===== src/rtl/core/smpq_ram.sv =====
// ----------------------------------------------------------------------------
// smpq_ram
// Generic single-write, single-read RAM with registered read data.
// ----------------------------------------------------------------------------
module smpq_ram #(
    parameter int unsigned WIDTH = 64,
    parameter int unsigned DEPTH = 64
) (
    input  logic                     i_clk,
    input  logic                     i_we,
    input  logic [$clog2(DEPTH)-1:0] i_waddr,
    input  logic [WIDTH-1:0]         i_wdata,
    input  logic                     i_re,
    input  logic [$clog2(DEPTH)-1:0] i_raddr,
    output logic [WIDTH-1:0]         o_rdata
);

    logic [WIDTH-1:0] r_mem [DEPTH];
    logic [WIDTH-1:0] r_rdata;

    always_ff @(posedge i_clk) begin
        if (i_we) begin
            r_mem[i_waddr] <= i_wdata;
        end
        if (i_re) begin
            r_rdata <= r_mem[i_raddr];
        end
    end

    assign o_rdata = r_rdata;

endmodule


===== config.mk =====
export PLATFORM = sky130hd
export DESIGN_NAME = smpq_ram
export DESIGN_NICKNAME = d
export VERILOG_FILES = /design/src/rtl/core/smpq_ram.sv
export SDC_FILE = /design/constraint.sdc
export NUM_CORES = 2
export LEC_CHECK = 0
export BUFFER_PORTS_ARGS = -buffer_cell sky130_fd_sc_hd__buf_2
export CAP_MARGIN = 10
export CORE_MARGIN = 1.5
export CORE_UTILIZATION = 50
export CTS_CLUSTER_DIAMETER = 150
export DETAILED_ROUTE_END_ITERATION = 8
export PLACE_DENSITY_LB_ADDON = 0.25
export SYNTH_ARGS = -nofsm -noshare
export SYNTH_HDL_FRONTEND = slang
export SYNTH_SLANG_ARGS = --single-unit

===== constraint.sdc =====
create_clock -name i_clk -period 20.2 [get_ports i_clk]
set_input_delay 3.03 -clock i_clk [delete_from_list [all_inputs] [get_ports i_clk]]
set_output_delay 3.03 -clock i_clk [all_outputs]
set_load 0.02 [all_outputs]

==> flow_metrics.py <==
metrics = {
    "status": {
        "status": "finished, final reports clean",
    },
    "yosys": {
        "syn_nets": 6677,
        "yosysUniqueCellTypes": 32,
        "ys_warn_count": 0,
        "synth-seq-area-share_pct": 79.57,
        "synth_seq_cells": 4160,
        "postSynthCellCount": 6598,
        "syn_area_mm2": 0.1570,
        "syn_area_per_cell_um2": 23.79,
    },
    "timing": {
        "min_period_over_period_pct": 37.77,
        "fin_hold_ws_ns": 0.8987,
        "tns_ns": 0,
        "max_freq_mhz": 131.1,
        "finalSetupViolCount": 0,
        "worst_slew_pin_slew_ns": 1.304,
        "fin_ws_ns": 12.57,
        "slew_headroom_pct": 13.08,
        "fin_skew_ns": 0.04507,
        "maxSlewViolCount": 0,
        "final_hold_viol_count": 0,
        "rsz0062_at_grt": "no",
        "finalWorstPathRequiredPeriod_ns": 7.629,
    },
    "placed_design": {
        "hpwl_um": 224100,
        "io_buffers": 142,
        "pre_cts_slack_ns": 11.47,
        "place.gp.congestion": 0.7844,
    },
    "clocking": {
        "clk_pin_slew_ns": 0.06,
        "cts_tree": "built",
        "cts_root_buf": "clkbuf_16",
        "clockBufferDepth": 4,
        "htreeDepth": 5,
        "ctsResizeCount": 0,
        "cts_hold_buf": 0,
        "post-cts-setup-buffers": 0,
        "numCtsBuffers": 407,
        "cts_sinks": 4160,
        "clk_latency_ns": 0.94,
    },
    "setup_path": {
        "crit_fanout": 107,
        "slowest_stage": "buf_4",
        "cp-end-kind": "register",
        "critPathLaunchType": "primary input",
        "r2r_setup_slack_ns": 18.00,
        "required_ns": 20.84,
        "cpPeakStageDelay_ns": 0.77,
        "cpMostUsedCell": "buf_4",
        "cp.arrival_ns": 8.27,
        "crit_path_cell_trace": "buf_12 -> buf_12 -> buf_4 -> buf_4 -> buf_4 -> mux4_2 -> mux2i_1 -> o22ai_1 -> a41oi_1 -> a211oi_1",
        "r2r-start": "r_mem[8][30]$_DFFE_PP_",
        "crit_type": "in -> reg",
        "startpoint": "i_raddr[0]",
    },
    "global_route": {
        "overflow": 0,
        "antenna_found_initial": 48,
        "grt_pass1_vias": 75817,
        "grt_pass1_wl_um": 606100,
        "grt_max_degree": 119,
        "grt.total_usage_pct": 27.74,
    },
    "drt": {
        "vias": 77204,
        "wl_um": 440800,
        "drc": 0,
        "first_pass_iters": 6,
        "wl_per_cell_um": 38.42,
        "viasPerCell": 6.728,
        "antenna_left": 0,
        "drtIter0Drc": 11435,
    },
    "floorplan": {
        "dieArea_mm2": 0.3173,
        "fp-row-count": 205,
        "start_util_pct": 50.29,
        "fp.dieW_um": 563.3,
        "boundaryPins": 143,
        "fp.coreArea_mm2": 0.3122,
        "die_y_um": 563.3,
    },
    "cells_and_area": {
        "drive_gt1_share_pct": 28.08,
        "final_nets": 7065,
        "area_growth_pct": 12.49,
    },
    "power": {
        "leakagePower_uw": 0.05482,
        "max-vdd-ir-drop_mv": 0.08522,
        "cellPowerDensity_mw_per_mm2": 101.8,
    },
    "worst_hold_path": {
        "hp-class": "reg -> reg",
        "hold_start": "r_mem[38][63]$_DFFE_PP_",
    },
    "run": {
        "cap_viol_max_count": 0,
    },
}
## path summary, 6_finish.rpt
kind | to | cells past startpoint
max | o_rdata[13]$_DFFE_PP_ | 10
min | o_rdata[63]$_DFFE_PP_ | 4
max reg2reg | o_rdata[30]$_DFFE_PP_ | 5
min reg2reg | o_rdata[63]$_DFFE_PP_ | 4
## state kept, by name (all words and copies together) (netlist names)
name,flops
r_mem,4096
o_rdata,64
## logic make-up after synthesis
kind of cell | synth area share [%]
buf+inv | 1.176
mux | 15.55
compound gates | 2.467
simple gates | 1.235
flops | 79.57
## layer usage
layer | wire length [um] | share of wire [%] | GRT usage (%) | vias up
met4 | 16020 | 3.6 | 9.508 | 12
met5 | 81 | 0.018 | 0 | -
li1 | - | - | - | 29336
met3 | 48060 | 11 | 5.633 | 841
met2 | 212600 | 48 | 44.13 | 5089
met1 | 164100 | 37 | 38.66 | 41926
## synth_stat cells (all sizes together)
cell,number,area [um^2]
mux4,1024,23060
o22ai,83,519.3
a22o,88,770.7
nand4,2,12.51
nor2b,28,175.2
nand4b,1,8.760
o221ai,38,332.8
and2,3,18.77
a31oi,18,112.6
inv,19,71.32
buf,230,1249
a211oi,63,473.0
nor3,2,10.01
and3,64,400.4
a31o,1,8.760
nand3,45,225.2
or2,28,175.2
or3b,1,8.760
a41oi,26,227.7
edfxtp,4160,124900
or3,29,181.4
a22oi,168,1261
nor2,112,420.4
nand2,58,217.7
nand2b,11,68.82
a2bb2oi,19,166.4
clkbuf,140,525.5
mux2i,135,1351
nand3b,2,15.01
## worst max-delay path, delay by kind of cell
family / cells / cell delay, ns
buffers and inverters: 5 / 3.50
AO/OA/AOI/OAI: 3 / 0.54
multiplexers: 2 / 0.83
## layout by cell type, fill, tap and decap left out, types with 45 or more instances in the layout
cell type,Yosys,layout
clkbuf_1,140,69
edfxtp_1,4160,4160
clkbuf_16,0,414
buf_4,34,198
mux4_2,1024,1024
mux2i_1,135,135
a22oi_1,168,168
nor2_1,112,47
clkinv_1,0,93
nor2_4,0,65
bufinv_16,0,47
clkinv_2,0,80
a211oi_1,63,63
a22o_1,88,88
buf_2,170,138
and3_1,64,64
nand3_1,45,45
o22ai_1,83,83
nand2_1,58,56
## layout make-up
type	instances	area (um^2)
Antenna cell	23	57.56
Clock inverter	252	2537
Sequential cell	4160	124900
Inverter	19	71.32
Clock buffer	483	10620
Fill cell	22254	135600
Timing Repair Buffer	349	2427
Tap cell	4140	5180
Multi-Input combinational cell	2049	30790
## power by group
part | leakage, uW | total [uW] | internal, uW | switching (uW)
combinational | 0.0109 | 800 | 287 | 513
sequential | 0.0375 | 9610 | 9580 | 33.2
clock | 0.00643 | 7560 | 4350 | 3210
total | 0.0548 | 18000 | 14200 | 3750
## through the flow
stage | utilization, % | instances | cell area (um^2) | power [uW]
after floorplan | - | 6598 | 157000 | 10240
after global placement | 52.34 | 10717 | 163400 | 10580
after detailed placement | 52.34 | 10717 | 163400 | 10600
after CTS | 56.56 | 11452 | 176500 | 18040
after global routing | 56.56 | 11462 | 176600 | 18400
final | 56.57 | 11475 | 176600 | 17970
No activity file was read; power rests on OpenSTA's default activity.
