$ cat src/rtl/core/smpq_pkg.sv
// ----------------------------------------------------------------------------
// smpq_pkg
// Shared types and constants for the strict-priority message queue.
// ----------------------------------------------------------------------------
package smpq_pkg;

    localparam int unsigned HANDLE_W      = 32;
    localparam int unsigned SIZE_W        = 32;
    localparam int unsigned BYTES_W       = 32;
    localparam int unsigned PRIO_W        = 2;
    localparam int unsigned LEVEL_COUNT_W = 5;
    localparam int unsigned SLOT_W        = HANDLE_W + SIZE_W;

    // capacity registers, one per priority, index = priority
    localparam int unsigned NUM_CAP_REGS  = 4;
    localparam int unsigned CFG_IDX_W     = 2;
    localparam int unsigned CFG_DATA_W    = BYTES_W;
    localparam logic [BYTES_W-1:0] CAP_RESET = BYTES_W'(65536);

    localparam int unsigned DEF_PRIORITY_LEVELS = 4;
    localparam int unsigned DEF_FIFO_DEPTH      = 16;

    localparam logic CMD_ENQUEUE = 1'b0;
    localparam logic CMD_DEQUEUE = 1'b1;

    // what the first stage decided for an item
    typedef enum logic [2:0] {
        KIND_ENQ,       // appended to its FIFO
        KIND_DEQ,       // head taken from the most urgent FIFO
        KIND_OVERFLOW,  // enqueue to a full FIFO
        KIND_IGNORE,    // enqueue at a priority that does not exist
        KIND_EMPTY      // dequeue with every FIFO empty
    } t_kind;

    typedef struct packed {
        logic               valid;
        t_kind              kind;
        logic [PRIO_W-1:0]  prio;
    } t_s1_ctl;

endpackage

$ cat src/rtl/core/smpq_ctrl.sv
// ----------------------------------------------------------------------------
// smpq_ctrl
// Input stage: FIFO pointers and counts, priority select, slot store access.
// ----------------------------------------------------------------------------
module smpq_ctrl #(
    parameter int unsigned PRIORITY_LEVELS = smpq_pkg::DEF_PRIORITY_LEVELS,
    parameter int unsigned FIFO_DEPTH      = smpq_pkg::DEF_FIFO_DEPTH,
    localparam int unsigned LW = $clog2(PRIORITY_LEVELS),
    localparam int unsigned IW = $clog2(FIFO_DEPTH),
    localparam int unsigned CW = $clog2(FIFO_DEPTH + 1),
    localparam int unsigned AW = LW + IW
) (
    input  logic                          i_clk,
    input  logic                          i_rst_n,
    // input channel
    input  logic                          i_in_valid,
    output logic                          o_in_stall,
    input  logic                          i_command,
    input  logic [smpq_pkg::PRIO_W-1:0]   i_priority_req,
    input  logic [smpq_pkg::HANDLE_W-1:0] i_msg_handle,
    input  logic [smpq_pkg::SIZE_W-1:0]   i_msg_size,
    // downstream stage can take the held item
    input  logic                          i_advance,
    // slot store
    output logic                          o_ram_we,
    output logic [AW-1:0]                 o_ram_waddr,
    output logic [smpq_pkg::SLOT_W-1:0]   o_ram_wdata,
    output logic                          o_ram_re,
    output logic [AW-1:0]                 o_ram_raddr,
    // held item
    output smpq_pkg::t_s1_ctl             o_s1,
    output logic [LW-1:0]                 o_s1_lvl,
    output logic [smpq_pkg::SIZE_W-1:0]   o_s1_size,
    output logic [CW-1:0]                 o_s1_count
);

    logic [IW-1:0] r_head  [PRIORITY_LEVELS];
    logic [IW-1:0] r_tail  [PRIORITY_LEVELS];
    logic [CW-1:0] r_count [PRIORITY_LEVELS];

    smpq_pkg::t_s1_ctl              r_s1;
    logic [LW-1:0]                  r_s1_lvl;
    logic [smpq_pkg::SIZE_W-1:0]    r_s1_size;
    logic [CW-1:0]                  r_s1_count;

    logic                           accept;
    logic                           prio_ok;
    logic [LW-1:0]                  req_lvl;
    logic                           full;
    logic                           any_busy;
    logic [LW-1:0]                  sel_lvl;
    logic [LW-1:0]                  op_lvl;
    smpq_pkg::t_kind                kind;
    logic [CW-1:0]                  count_after;

    function automatic logic [IW-1:0] next_idx(input logic [IW-1:0] idx);
        return (idx == IW'(FIFO_DEPTH - 1)) ? '0 : idx + 1'b1;
    endfunction

    assign o_in_stall = r_s1.valid && !i_advance;
    assign accept     = i_in_valid && !o_in_stall;

    assign prio_ok = (32'(i_priority_req) < PRIORITY_LEVELS);
    assign req_lvl = LW'(i_priority_req);
    assign full    = (r_count[req_lvl] == CW'(FIFO_DEPTH));

    // lowest-numbered non-empty FIFO wins
    always_comb begin
        any_busy = 1'b0;
        sel_lvl  = '0;
        for (int p = PRIORITY_LEVELS - 1; p >= 0; p--) begin
            if (r_count[p] != '0) begin
                any_busy = 1'b1;
                sel_lvl  = LW'(p);
            end
        end
    end

    always_comb begin
        if (i_command == smpq_pkg::CMD_DEQUEUE) begin
            kind   = any_busy ? smpq_pkg::KIND_DEQ : smpq_pkg::KIND_EMPTY;
            op_lvl = sel_lvl;
        end else begin
            op_lvl = req_lvl;
            if (!prio_ok) begin
                kind = smpq_pkg::KIND_IGNORE;
            end else if (full) begin
                kind = smpq_pkg::KIND_OVERFLOW;
            end else begin
                kind = smpq_pkg::KIND_ENQ;
            end
        end
    end

    always_comb begin
        unique case (kind)
            smpq_pkg::KIND_ENQ:      count_after = r_count[op_lvl] + 1'b1;
            smpq_pkg::KIND_DEQ:      count_after = r_count[op_lvl] - 1'b1;
            smpq_pkg::KIND_OVERFLOW: count_after = r_count[op_lvl];
            default:                 count_after = '0;
        endcase
    end

    assign o_ram_we    = accept && (kind == smpq_pkg::KIND_ENQ);
    assign o_ram_waddr = {req_lvl, r_tail[req_lvl]};
    assign o_ram_wdata = {i_msg_handle, i_msg_size};
    assign o_ram_re    = accept && (kind == smpq_pkg::KIND_DEQ);
    assign o_ram_raddr = {sel_lvl, r_head[sel_lvl]};

    always_ff @(posedge i_clk) begin
        if (!i_rst_n) begin
            for (int p = 0; p < PRIORITY_LEVELS; p++) begin
                r_head[p]  <= '0;
                r_tail[p]  <= '0;
                r_count[p] <= '0;
            end
        end else if (accept) begin
            if (kind == smpq_pkg::KIND_ENQ) begin
                r_tail[op_lvl]  <= next_idx(r_tail[op_lvl]);
                r_count[op_lvl] <= count_after;
            end else if (kind == smpq_pkg::KIND_DEQ) begin
                r_head[op_lvl]  <= next_idx(r_head[op_lvl]);
                r_count[op_lvl] <= count_after;
            end
        end
    end

    // valid is reset, the payload fields only load on accept
    always_ff @(posedge i_clk) begin
        if (!i_rst_n) begin
            r_s1.valid <= 1'b0;
        end else if (!o_in_stall) begin
            r_s1.valid <= accept;
        end
        if (accept) begin
            r_s1.kind  <= kind;
            r_s1.prio  <= (i_command == smpq_pkg::CMD_DEQUEUE)
                          ? smpq_pkg::PRIO_W'(sel_lvl) : i_priority_req;
            r_s1_lvl   <= op_lvl;
            r_s1_size  <= i_msg_size;
            r_s1_count <= count_after;
        end
    end

    assign o_s1       = r_s1;
    assign o_s1_lvl   = r_s1_lvl;
    assign o_s1_size  = r_s1_size;
    assign o_s1_count = r_s1_count;

endmodule

$ cat config.mk
export PLATFORM = sky130hd
export DESIGN_NAME = smpq_ctrl
export DESIGN_NICKNAME = d
export VERILOG_FILES = /design/src/rtl/core/smpq_pkg.sv /design/src/rtl/core/smpq_ctrl.sv
export SDC_FILE = /design/constraint.sdc
export NUM_CORES = 1
export LEC_CHECK = 0
export BUFFER_PORTS_ARGS = -buffer_cell sky130_fd_sc_hd__buf_2
export CAP_MARGIN = 20
export CORE_ASPECT_RATIO = 2
export CORE_MARGIN = 2
export CORE_UTILIZATION = 40
export CTS_CLUSTER_DIAMETER = 120
export CTS_CLUSTER_SIZE = 30
export DETAILED_ROUTE_END_ITERATION = 7
export PLACE_DENSITY = 0.75
export SETUP_SLACK_MARGIN = 0.4
export SLEW_MARGIN = 10
export SYNTH_ARGS = -nofsm -noshare
export SYNTH_HDL_FRONTEND = slang
export SYNTH_SLANG_ARGS = --single-unit
$ cat constraint.sdc
create_clock -name i_clk -period 4.2 [get_ports i_clk]
set_input_delay 0.21 -clock i_clk [delete_from_list [all_inputs] [get_ports i_clk]]
set_output_delay 0.21 -clock i_clk [all_outputs]
set_load 0.1 [all_outputs]
==> impl_metrics.ini <==
[run_status]
status = finished clean

[sta]
finalCriticalPeriod_ps = 3912
clock_skew_ps = 10.61
relSlewSlack_pct = 31.41
rsz0062_at_grt = yes
fmax_mhz = 255.6
finalSetupTns_ps = 0
hold_viol = 0
period_share_pct = 93.15
report.final.slew_viol_count = 0
setup_violations = 0
tightest_slew_ps = 1018

[layout]
nets = 594
final_cells = 669
post-route-util_pct = 48.57
diodes = 0
final_common_cell = buf_2
final_cell_mix = buf_2, edfxtp_1, nand2_1
drive_above_1_share_pct = 39.85
n_fill_cell = 1115
area_delta_synth_final_pct = 18.72

[worst_setup_path]
start_kind = register
crit_arrival_ps = 4000
rr_endpoint = r_count[2][4]
timing.setup.critical_path_class = reg2reg
worstRegToRegCells = 14
worstPathRequired_ps = 4290
timing.rr.start = r_count[2][1]
critPathCaptureType = register
ff2ff_setup_slack_ps = 290
critPathMaxFanout = 6

[power_and_ir_drop]
power_density_mw_per_mm2 = 505.4
vdd_drop_max_mv = 0.3613
leakage_nw = 2.469

[hold_path]
hold_path.class = in2reg
hold-path-endpoint = o_s1_size[8]
min_from = i_msg_size[8]
worstHoldPathCells = 1

[drt]
ant_nets = 0
post_drt_wl_per_cell_um = 19.28
drt_wl_total_um = 12900
vias = 3643
vias_per_cell = 5.445
first_iter_violations = 215
dr.pass1.iters = 5
drc = 0

[clock_tree]
cts_tree = yes
cts_root_buffer = clkbuf_16
cts_inserted_buffers = 9
insertion_delay_ps = 340
clock_sinks = 95
cts_buffer_depth = 2
cts.clk_slew.worst_paths_ps = 70
htree_levels = 3

[grt]
grt_usage_pct = 19.53
antenna_found_initial = 0
grt_first_pass_wirelength_um = 19020
grt_pass1_vias = 3780
grt_start_max_net_pins = 45
overflow = 0

[synth]
synth_ff_type = edfxtp_1
synth.distinct_cells = 52
ys_seq_elements = 95
synth_cells = 432
async_flop_share_pct = 0
yosysSeqAreaShare_pct = 57.32
yosys_warnings = 0
synth_nets = 509
netlist_area_mm2 = 0.004960
synth-edff-count = 94
syn_avg_cell_area_um2 = 11.48

[floorplan]
ios = 195
initial_core_util_pct = 40.91
row_count = 57
core-area_mm2 = 0.01212
die_h_um = 161.5
die-area_mm2 = 0.01336
die_w_um = 82.74

[placed_design]
dp_cells = 638
portBuffers = 130
hpwl_um = 9872
gp_congestion = 0.9481

[job]
max-cap-violations = 0
## per-stage QoR
step	instance area [um^2]	worst slack (ps)	total power (W)	hold slack, ps
finish	5888	287.6	0.002976	53.76
floorplan	4969	300.3	0.002007	308.9
CTS	5774	411.1	0.002960	43.50
global placement	5306	95.66	0.001989	396.1
global route	5888	220.3	0.003066	46.37
detailed placement	5306	-1.676	0.002004	399.0
## flip-flops by register name, summed over array words and instances, names as in the netlist
name / count
o_s1: 4
r_tail: 16
o_s1_size: 32
r_count: 20
o_s1_lvl: 2
r_head: 16
o_s1_count: 5
## cell families after synthesis
logic type,count (synthesis),share of synthesized area (%)
AND/OR/NAND/NOR,146,13.29
buffers and inverters,102,13.24
flip-flops,95,57.32
AO/OA/AOI/OAI,61,9.057
multiplexers,17,4.541
adder cells (fa/ha/maj),6,1.665
XOR/XNOR,5,0.8829
## critical path, stage by stage (launching register included)
cell and delay (ps):
edfxtp_1 410, or4_4 570, or4_4 520, a31oi_4 300, mux2i_1 120, mux2i_1 320, inv_1 100, fa_2 360
inv_1 70, a21o_1 130, a21oi_2 70, xnor2_2 230, nor2_2 90, xnor2_2 260, nor3_1 100
## synthesized netlist by cell type (all sizes together), types with 2 or more instances
library cell  count  share of area [%]
xnor2             4               0.71
nor2             45                3.4
nor4              3               0.38
mux2              4               0.91
inv              19                1.5
a32o              2               0.40
nand2            58                4.5
nor2b             5               0.63
and3              6               0.76
a211oi            2               0.30
o32ai             2               0.35
mux2i             9                1.8
nor3              7               0.71
o21ai             3               0.30
a211o             2               0.35
nand2b            4               0.50
nand4             3               0.38
o21a              2               0.30
edfxtp           94                 57
nand3             7               0.71
or4               5               0.91
a311oi            3               0.53
mux4              4                1.8
a31oi            14                2.1
ha                5                1.3
a32oi             8                1.6
clkbuf           10               0.76
buf              72                 11
a21oi            15                1.5
## power breakdown
| group | switching [W] | leakage [nW] | internal, W |
|---|---|---|---|
| clock network | 0.000346 | 0.164 | 0.000583 |
| registers | 0.0000277 | 0.955 | 0.00112 |
| logic | 0.000709 | 1.35 | 0.000190 |
| total | 0.00108 | 2.47 | 0.00189 |
## timing repair
| item | 4_1_cts | 5_1_grt |
|---|---|---|
| endpoints found under the setup margin | 10 | 22 |
| pin swaps | 10 | 5 |
| cloned | 0 | 0 |
| resized for setup | 12 | 11 |
| hold buffers | 0 | 0 |
| buffers inserted | 9 | 6 |
## layout make-up
class                   count  area, um^2  share of cell area (%)
well taps                 147       183.9                   3.124
multi-input cells         235        1585                   26.92
flip-flops and latches     95        2844                   48.30
clock buffers               9       225.2                   3.825
inverters                  20       81.33                   1.381
repair buffers            156       849.6                   14.43
clock inverters             7       118.9                   2.019
## per-layer routing
metal | routed length, um | GRT usage [%] | vias to the layer above
li1 | - | - | 1667
met1 | 3676 | 15.59 | 1757
met2 | 7596 | 38.01 | 148
met3 | 645 | 3.464 | 71
met4 | 982 | 14.83 | 0
met5 | 0 | 0 | -
## how the worst max path moves through the flow
| stage | start | endpoint | slack (ps) | cells after the start |
|---|---|---|---|---|
| 3_5_place_dp | r_count[3][0] | r_count[0][4] | -2 | 14 |
| 5_1_grt | r_count[2][1] | r_count[2][4] | 220 | 14 |
| 3_3_place_gp | r_count[3][1] | r_count[0][4] | 100 | 14 |
| 6_report | r_count[2][1] | r_count[2][4] | 290 | 14 |
| 4_1_cts | r_count[2][0] | r_count[2][4] | 410 | 14 |
| 2_1_floorplan | r_count[0][0] | o_ram_raddr[0] | 300 | 5 |
Note: power is estimated with default switching activity, not from simulation.
