--- config.mk ---
export PLATFORM = sky130hd
export DESIGN_NAME = smpq_acct
export DESIGN_NICKNAME = d
export VERILOG_FILES = /design/src/rtl/core/smpq_pkg.sv /design/src/rtl/core/smpq_acct.sv
export SDC_FILE = /design/constraint.sdc
export NUM_CORES = 1
export LEC_CHECK = 0
export BUFFER_PORTS_ARGS = -buffer_cell sky130_fd_sc_hd__buf_2
export CAP_MARGIN = 5
export CORE_ASPECT_RATIO = 2
export CORE_MARGIN = 2
export CORE_UTILIZATION = 30
export DETAILED_ROUTE_END_ITERATION = 12
export HOLD_SLACK_MARGIN = 0.08
export PLACE_DENSITY = 0.58
export REMOVE_ABC_BUFFERS = 1
export SLEW_MARGIN = 15
export SYNTH_ARGS = -nofsm -noshare
export SYNTH_HDL_FRONTEND = slang
export SYNTH_SLANG_ARGS = --single-unit
--- constraint.sdc ---
create_clock -name i_clk -period 7.1 [get_ports i_clk]
set_clock_uncertainty 0.05 [all_clocks]
set_input_delay 0.71 -clock i_clk [delete_from_list [all_inputs] [get_ports i_clk]]
set_output_delay 0.71 -clock i_clk [all_outputs]
set_load 0.05 [all_outputs]
--- src/rtl/core/smpq_pkg.sv ---
// ----------------------------------------------------------------------------
// smpq_pkg
// Shared types and constants for the strict-priority message queue.
// ----------------------------------------------------------------------------
package smpq_pkg;

    localparam int unsigned HANDLE_W      = 32;
    localparam int unsigned SIZE_W        = 32;
    localparam int unsigned BYTES_W       = 32;
    localparam int unsigned PRIO_W        = 2;
    localparam int unsigned LEVEL_COUNT_W = 5;
    localparam int unsigned SLOT_W        = HANDLE_W + SIZE_W;

    // capacity registers, one per priority, index = priority
    localparam int unsigned NUM_CAP_REGS  = 4;
    localparam int unsigned CFG_IDX_W     = 2;
    localparam int unsigned CFG_DATA_W    = BYTES_W;
    localparam logic [BYTES_W-1:0] CAP_RESET = BYTES_W'(65536);

    localparam int unsigned DEF_PRIORITY_LEVELS = 4;
    localparam int unsigned DEF_FIFO_DEPTH      = 16;

    localparam logic CMD_ENQUEUE = 1'b0;
    localparam logic CMD_DEQUEUE = 1'b1;

    // what the first stage decided for an item
    typedef enum logic [2:0] {
        KIND_ENQ,       // appended to its FIFO
        KIND_DEQ,       // head taken from the most urgent FIFO
        KIND_OVERFLOW,  // enqueue to a full FIFO
        KIND_IGNORE,    // enqueue at a priority that does not exist
        KIND_EMPTY      // dequeue with every FIFO empty
    } t_kind;

    typedef struct packed {
        logic               valid;
        t_kind              kind;
        logic [PRIO_W-1:0]  prio;
    } t_s1_ctl;

endpackage

--- src/rtl/core/smpq_acct.sv ---
// ----------------------------------------------------------------------------
// smpq_acct
// Result stage: capacity registers, used-bytes accounting, output register.
// ----------------------------------------------------------------------------
module smpq_acct #(
    parameter int unsigned PRIORITY_LEVELS = smpq_pkg::DEF_PRIORITY_LEVELS,
    parameter int unsigned FIFO_DEPTH      = smpq_pkg::DEF_FIFO_DEPTH,
    localparam int unsigned LW = $clog2(PRIORITY_LEVELS),
    localparam int unsigned CW = $clog2(FIFO_DEPTH + 1)
) (
    input  logic                               i_clk,
    input  logic                               i_rst_n,
    // configuration
    input  logic                               i_cfg_we,
    input  logic [smpq_pkg::CFG_IDX_W-1:0]     i_cfg_index,
    input  logic [smpq_pkg::CFG_DATA_W-1:0]    i_cfg_data,
    // held item from the input stage
    input  smpq_pkg::t_s1_ctl                  i_s1,
    input  logic [LW-1:0]                      i_s1_lvl,
    input  logic [smpq_pkg::SIZE_W-1:0]        i_s1_size,
    input  logic [CW-1:0]                      i_s1_count,
    input  logic [smpq_pkg::SLOT_W-1:0]        i_ram_rdata,
    output logic                               o_advance,
    // output channel
    output logic                               o_out_valid,
    input  logic                               i_out_stall,
    output logic                               o_found,
    output logic [smpq_pkg::HANDLE_W-1:0]      o_out_handle,
    output logic [smpq_pkg::PRIO_W-1:0]        o_out_priority,
    output logic [smpq_pkg::SIZE_W-1:0]        o_out_size,
    output logic                               o_overflow,
    output logic [smpq_pkg::BYTES_W-1:0]       o_level_bytes,
    output logic [smpq_pkg::LEVEL_COUNT_W-1:0] o_level_count
);

    localparam int unsigned BW = smpq_pkg::BYTES_W;

    logic [BW-1:0] r_capacity [smpq_pkg::NUM_CAP_REGS];
    logic [BW-1:0] r_bytes    [PRIORITY_LEVELS];

    logic                               r_out_valid;
    logic                               r_found;
    logic [smpq_pkg::HANDLE_W-1:0]      r_handle;
    logic [smpq_pkg::PRIO_W-1:0]        r_prio;
    logic [smpq_pkg::SIZE_W-1:0]        r_size;
    logic                               r_overflow;
    logic [BW-1:0]                      r_level_bytes;
    logic [smpq_pkg::LEVEL_COUNT_W-1:0] r_level_count;

    logic                               load;
    logic [BW-1:0]                      cap;
    logic [BW-1:0]                      cur;
    logic [smpq_pkg::HANDLE_W-1:0]      rd_handle;
    logic [smpq_pkg::SIZE_W-1:0]        rd_size;
    logic [BW:0]                        sum;
    logic [BW-1:0]                      diff;
    logic [BW-1:0]                      n_bytes;
    logic                               n_found;
    logic [smpq_pkg::HANDLE_W-1:0]      n_handle;
    logic [smpq_pkg::SIZE_W-1:0]        n_size;
    logic                               n_overflow;
    logic [BW-1:0]                      n_level_bytes;
    logic [smpq_pkg::LEVEL_COUNT_W-1:0] n_level_count;

    assign o_advance = !r_out_valid || !i_out_stall;
    assign load      = o_advance && i_s1.valid;

    assign rd_handle = i_ram_rdata[smpq_pkg::SLOT_W-1:smpq_pkg::SIZE_W];
    assign rd_size   = i_ram_rdata[smpq_pkg::SIZE_W-1:0];

    // priorities without a capacity register keep the reset limit
    assign cap = (32'(i_s1_lvl) < smpq_pkg::NUM_CAP_REGS)
                 ? r_capacity[smpq_pkg::CFG_IDX_W'(i_s1_lvl)] : smpq_pkg::CAP_RESET;
    assign cur = r_bytes[i_s1_lvl];

    assign sum  = {1'b0, cur} + {1'b0, i_s1_size};
    assign diff = (cur > rd_size) ? cur - rd_size : '0;

    always_comb begin
        n_found       = 1'b0;
        n_handle      = '0;
        n_size        = '0;
        n_overflow    = 1'b0;
        n_bytes       = cur;
        n_level_bytes = '0;
        n_level_count = '0;
        unique case (i_s1.kind)
            smpq_pkg::KIND_ENQ: begin
                n_bytes       = (sum > {1'b0, cap}) ? cap : BW'(sum);
                n_level_bytes = n_bytes;
                n_level_count = smpq_pkg::LEVEL_COUNT_W'(i_s1_count);
            end
            smpq_pkg::KIND_DEQ: begin
                n_bytes       = (diff > cap) ? cap : diff;
                n_found       = 1'b1;
                n_handle      = rd_handle;
                n_size        = rd_size;
                n_level_bytes = n_bytes;
                n_level_count = smpq_pkg::LEVEL_COUNT_W'(i_s1_count);
            end
            smpq_pkg::KIND_OVERFLOW: begin
                n_overflow    = 1'b1;
                n_level_bytes = cur;
                n_level_count = smpq_pkg::LEVEL_COUNT_W'(i_s1_count);
            end
            default: begin
            end
        endcase
    end

    always_ff @(posedge i_clk) begin
        if (!i_rst_n) begin
            for (int i = 0; i < smpq_pkg::NUM_CAP_REGS; i++) begin
                r_capacity[i] <= smpq_pkg::CAP_RESET;
            end
        end else if (i_cfg_we && (32'(i_cfg_index) < PRIORITY_LEVELS)) begin
            r_capacity[i_cfg_index] <= i_cfg_data;
        end
    end

    always_ff @(posedge i_clk) begin
        if (!i_rst_n) begin
            for (int p = 0; p < PRIORITY_LEVELS; p++) begin
                r_bytes[p] <= '0;
            end
        end else if (load && (i_s1.kind == smpq_pkg::KIND_ENQ
                           || i_s1.kind == smpq_pkg::KIND_DEQ)) begin
            r_bytes[i_s1_lvl] <= n_bytes;
        end
    end

    always_ff @(posedge i_clk) begin
        if (!i_rst_n) begin
            r_out_valid <= 1'b0;
        end else if (o_advance) begin
            r_out_valid <= i_s1.valid;
        end
    end

    always_ff @(posedge i_clk) begin
        if (load) begin
            r_found       <= n_found;
            r_handle      <= n_handle;
            r_prio        <= (i_s1.kind == smpq_pkg::KIND_EMPTY) ? '0 : i_s1.prio;
            r_size        <= n_size;
            r_overflow    <= n_overflow;
            r_level_bytes <= n_level_bytes;
            r_level_count <= n_level_count;
        end
    end

    assign o_out_valid    = r_out_valid;
    assign o_found        = r_found;
    assign o_out_handle   = r_handle;
    assign o_out_priority = r_prio;
    assign o_out_size     = r_size;
    assign o_overflow     = r_overflow;
    assign o_level_bytes  = r_level_bytes;
    assign o_level_count  = r_level_count;

endmodule

==> flow_summary.yaml <==
drt:
  vias_per_cell: 5.22
  first_pass_iters: 8
  final_antenna_net_count: 0
  dr_total_vias: 16274
  wirelength_mm: 77.2
  drc: 0
  wire_per_inst_um: 24.7
  drt_iter0_markers: 1064
clock_tree:
  cts_hold_buf: 0
  clockRootBuffer: "clkbuf_16"
  clockBufferDepth: 3
  clkLatencyLatePin_ns: 0.57
  cts_tree: "built"
  cts_buffers: 36
  htreeDepth: 2
  cts_sinks: 362
  clk_pin_slew_ns: 0.08
power_and_ir_drop:
  switchingPower_mw: 2.06
  p_int_mw: 4.32
  p_leak_nw: 10.8
  clockPowerShare_pct: 31.6
  power_mw: 6.38
  sw_frac_of_total_pct: 32.3
  power_density_mw_per_mm2: 247
  p_comb_share_pct: 28.7
  max-vdd-ir-drop_uv: 183
  seqPwrFrac_pct: 39.7
synth:
  yosysTopAreaCellShare_pct: 52.3
  synthTopCellsByArea: "edfxtp_1 (52%), ha_1 (7.7%), mux4_2 (6.9%), nor2_1 (4.1%), and2_1 (3.2%)"
  synth.most_common_cell: "edfxtp_1"
  synth.largest_area_cell: "edfxtp_1"
  postSynthCellCount: 1776
  yosysSeqAreaShare_pct: 52.4
  ys_ff_latch: 362
  async_reset_ff_share_pct: 0
  synthFlopType: "edfxtp_1"
  avgSynthCellArea_um2: 11.7
  synth_warnings: 0
  netlist_area_mm2: 0.0207
  ys_top_cells_by_count: "edfxtp_1 (361), nor2_1 (227), nand2_1 (134)"
  synth_edf_count: 361
  post_synth_num_cell_types: 80
global_routing:
  grt_usage_pct: 21.5
  use_met1_pct: 20.9
  grt_use_met2_pct: 39.7
  grt.overflow.total: 0
  antenna_found_initial: 8
  busiest_layer: "met2"
  grt_pass1_vias: 17327
  grt_pass1_wl_mm: 111
  grt_use_met3_pct: 3.22
  grt_max_degree: 58
run:
  maxCapViolCount: 0
timing:
  worstMarginPinSlew_ns: 0.954
  hold_violations: 0
  rsz0062_at_grt: "no"
  relSlewSlack_pct: 36.4
  setup_ws_ns: 0.163
  slew_violations: 0
  max_freq_ghz: 0.144
  finalSetupTns_ns: 0
  period_share_pct: 97.7
  setup_violations: 0
  period_needed_ns: 6.94
setup_path:
  rr_startpoint: "r_bytes[3][1]"
  setup.worst_path.class: "input pin to flip-flop"
  r2r-end: "r_bytes[3][20]"
  crit_path_start_kind: "input pin"
  rrSetupSlack_ns: 0.38
  crit_end: "o_level_bytes[14]"
  crit_path_end_kind: "flip-flop"
  arrival_ns: 7.16
  worstPathRequired_ns: 7.32
  cp-startpoint: "i_s1_lvl[1]"
  r2r_cells: 25
  cp_max_fo: 38
placed_design:
  portBuffers: 253
  pre_cts_ws_ns: -0.505
  placed_cell_area_mm2: 0.0245
  detailedPlacementHpwl_mm: 60.3
  place_congestion: 0.987
die:
  start_util_pct: 30.2
  rows: 136
  placeableCoreArea_mm2: 0.0686
  io_pins: 254
  die_x_um: 190
  die_area_mm2: 0.0714
  fp.dieH_um: 376
final_layout:
  drive_above_1_share_pct: 29.3
  nNetsFinal: 2471
  fin_area_mm2: 0.0258
  syn_to_final_growth_pct: 24.4
min_path:
  min_path_type: "input pin to flip-flop"
  hold_depth: 3
run_status:
  status: "complete, no violations"
## flip-flops by register name, summed over array words and instances (netlist names)
register        count
r_capacity        128
o_out_valid         1
o_out_size         32
o_out_priority      2
o_level_bytes      32
o_level_count       5
o_out_handle       32
o_found             1
o_overflow          1
r_bytes           128
## logic make-up (layout without fill, tap and decap cells)
kind of cell    count (synthesis)  in the layout  share of synthesized area (%)
buf+inv                       172            618                           3.28
other cells                     0              1                              0
simple gates                  688            688                           16.3
mux                            68             68                           7.16
flops                         362            362                           52.4
compound gates                305            305                           10.8
fa+ha+maj                     130            130                           7.91
xor+xnor                       51             51                           2.15
## cells in the final DEF, fill, tap and decap left out, types with 5 or more instances in the layout
master / n
edfxtp_1: 361
buf_2: 252
nor2_1: 226
buf_4: 209
nand2_1: 133
ha_1: 128
and2_1: 104
a21oi_1: 87
inv_1: 82
and3_1: 70
mux4_2: 64
o21ai_0: 43
nor2b_1: 37
clkbuf_16: 36
nand4_1: 29
a21o_1: 28
xnor2_1: 27
nand3_1: 24
xor2_1: 24
nor3_1: 15
a221oi_2: 15
nand2b_1: 14
o21a_1: 13
a211oi_1: 13
a222oi_1: 12
a31oi_1: 9
buf_12: 9
or2_2: 8
o211ai_1: 7
a221oi_1: 6
clkbuf_1: 6
o21ai_2: 5
or3_1: 5
a21boi_0: 5
o21bai_1: 5
bufinv_16: 5
clkinv_1: 5
## routing by layer
| layer | wire length (um) | up-vias |
|---|---|---|
| li1 | - | 7446 |
| met1 | 25800 | 7920 |
| met2 | 40200 | 650 |
| met3 | 4020 | 246 |
| met4 | 7070 | 12 |
| met5 | 66 | - |
## timing repair
| item | CTS | global route |
|---|---|---|
| gates resized for setup | 0 | 5 |
| setup endpoints to repair | 0 | 131 |
| setup buffers | 0 | 1 |
## how the worst min path moves through the flow
stage                   start  slack (ns)                 to
6_report              i_s1[5]        0.35        o_out_valid
2_1_floorplan  r_bytes[0][20]        0.68  o_level_bytes[20]
5_1_grt               i_s1[5]        0.34        o_out_valid
3_5_place_dp      o_out_valid        0.47        o_out_valid
3_3_place_gp      o_out_valid        0.46        o_out_valid
4_1_cts               i_s1[5]        0.32        o_out_valid
## worst max-delay path, stage by stage
cell and delay, ns:
buf_2 0.27, buf_12 0.30, buf_4 0.32, mux4_2 0.41, ha_1 0.40, and2_1 0.25
a221oi_1 0.45, o21ai_0 0.14, a221oi_1 0.48, o21ai_0 0.35, xor2_1 0.25, ha_1 0.23
nor3_1 0.17, o21ai_1 0.11, buf_4 0.16, a311oi_2 0.45, and4b_1 0.27, a31o_2 0.19
o21ai_2 0.06, a21o_1 0.21, buf_12 0.17, a222oi_1 0.36, buf_4 0.20, nand2_1 0.16
## per-stage QoR
stage                     cells  hold WS [ns]  utilization [%]
after floorplan            1686         0.685                -
after global placement     3052         0.460             35.8
after detailed placement   3052         0.467             35.8
after CTS                  3118         0.324             37.6
after global routing       3119         0.344             37.6
final                      3120         0.348             37.6
## final cells by class
type,instances,area [um^2]
multi-input combinational,1242,9280
clock buffer,42,923
timing repair buffer,470,3010
fill,6702,42800
inverter,82,308
sequential,362,10900
clock inverter,24,299
antenna,1,2.50
tap,897,1120
## power groups by stage
stage | clock (mW) | combinational, mW | sequential [mW]
6_report | 2.01 | 1.83 | 2.53
3_5_place_dp | 0 | 1.81 | 2.58
2_1_floorplan | 0 | 0.843 | 2.74
4_1_cts | 2.07 | 1.82 | 2.54
5_1_grt | 2.13 | 1.95 | 2.54
3_3_place_gp | 0 | 1.80 | 2.57
(Power assumes the default switching activity.)
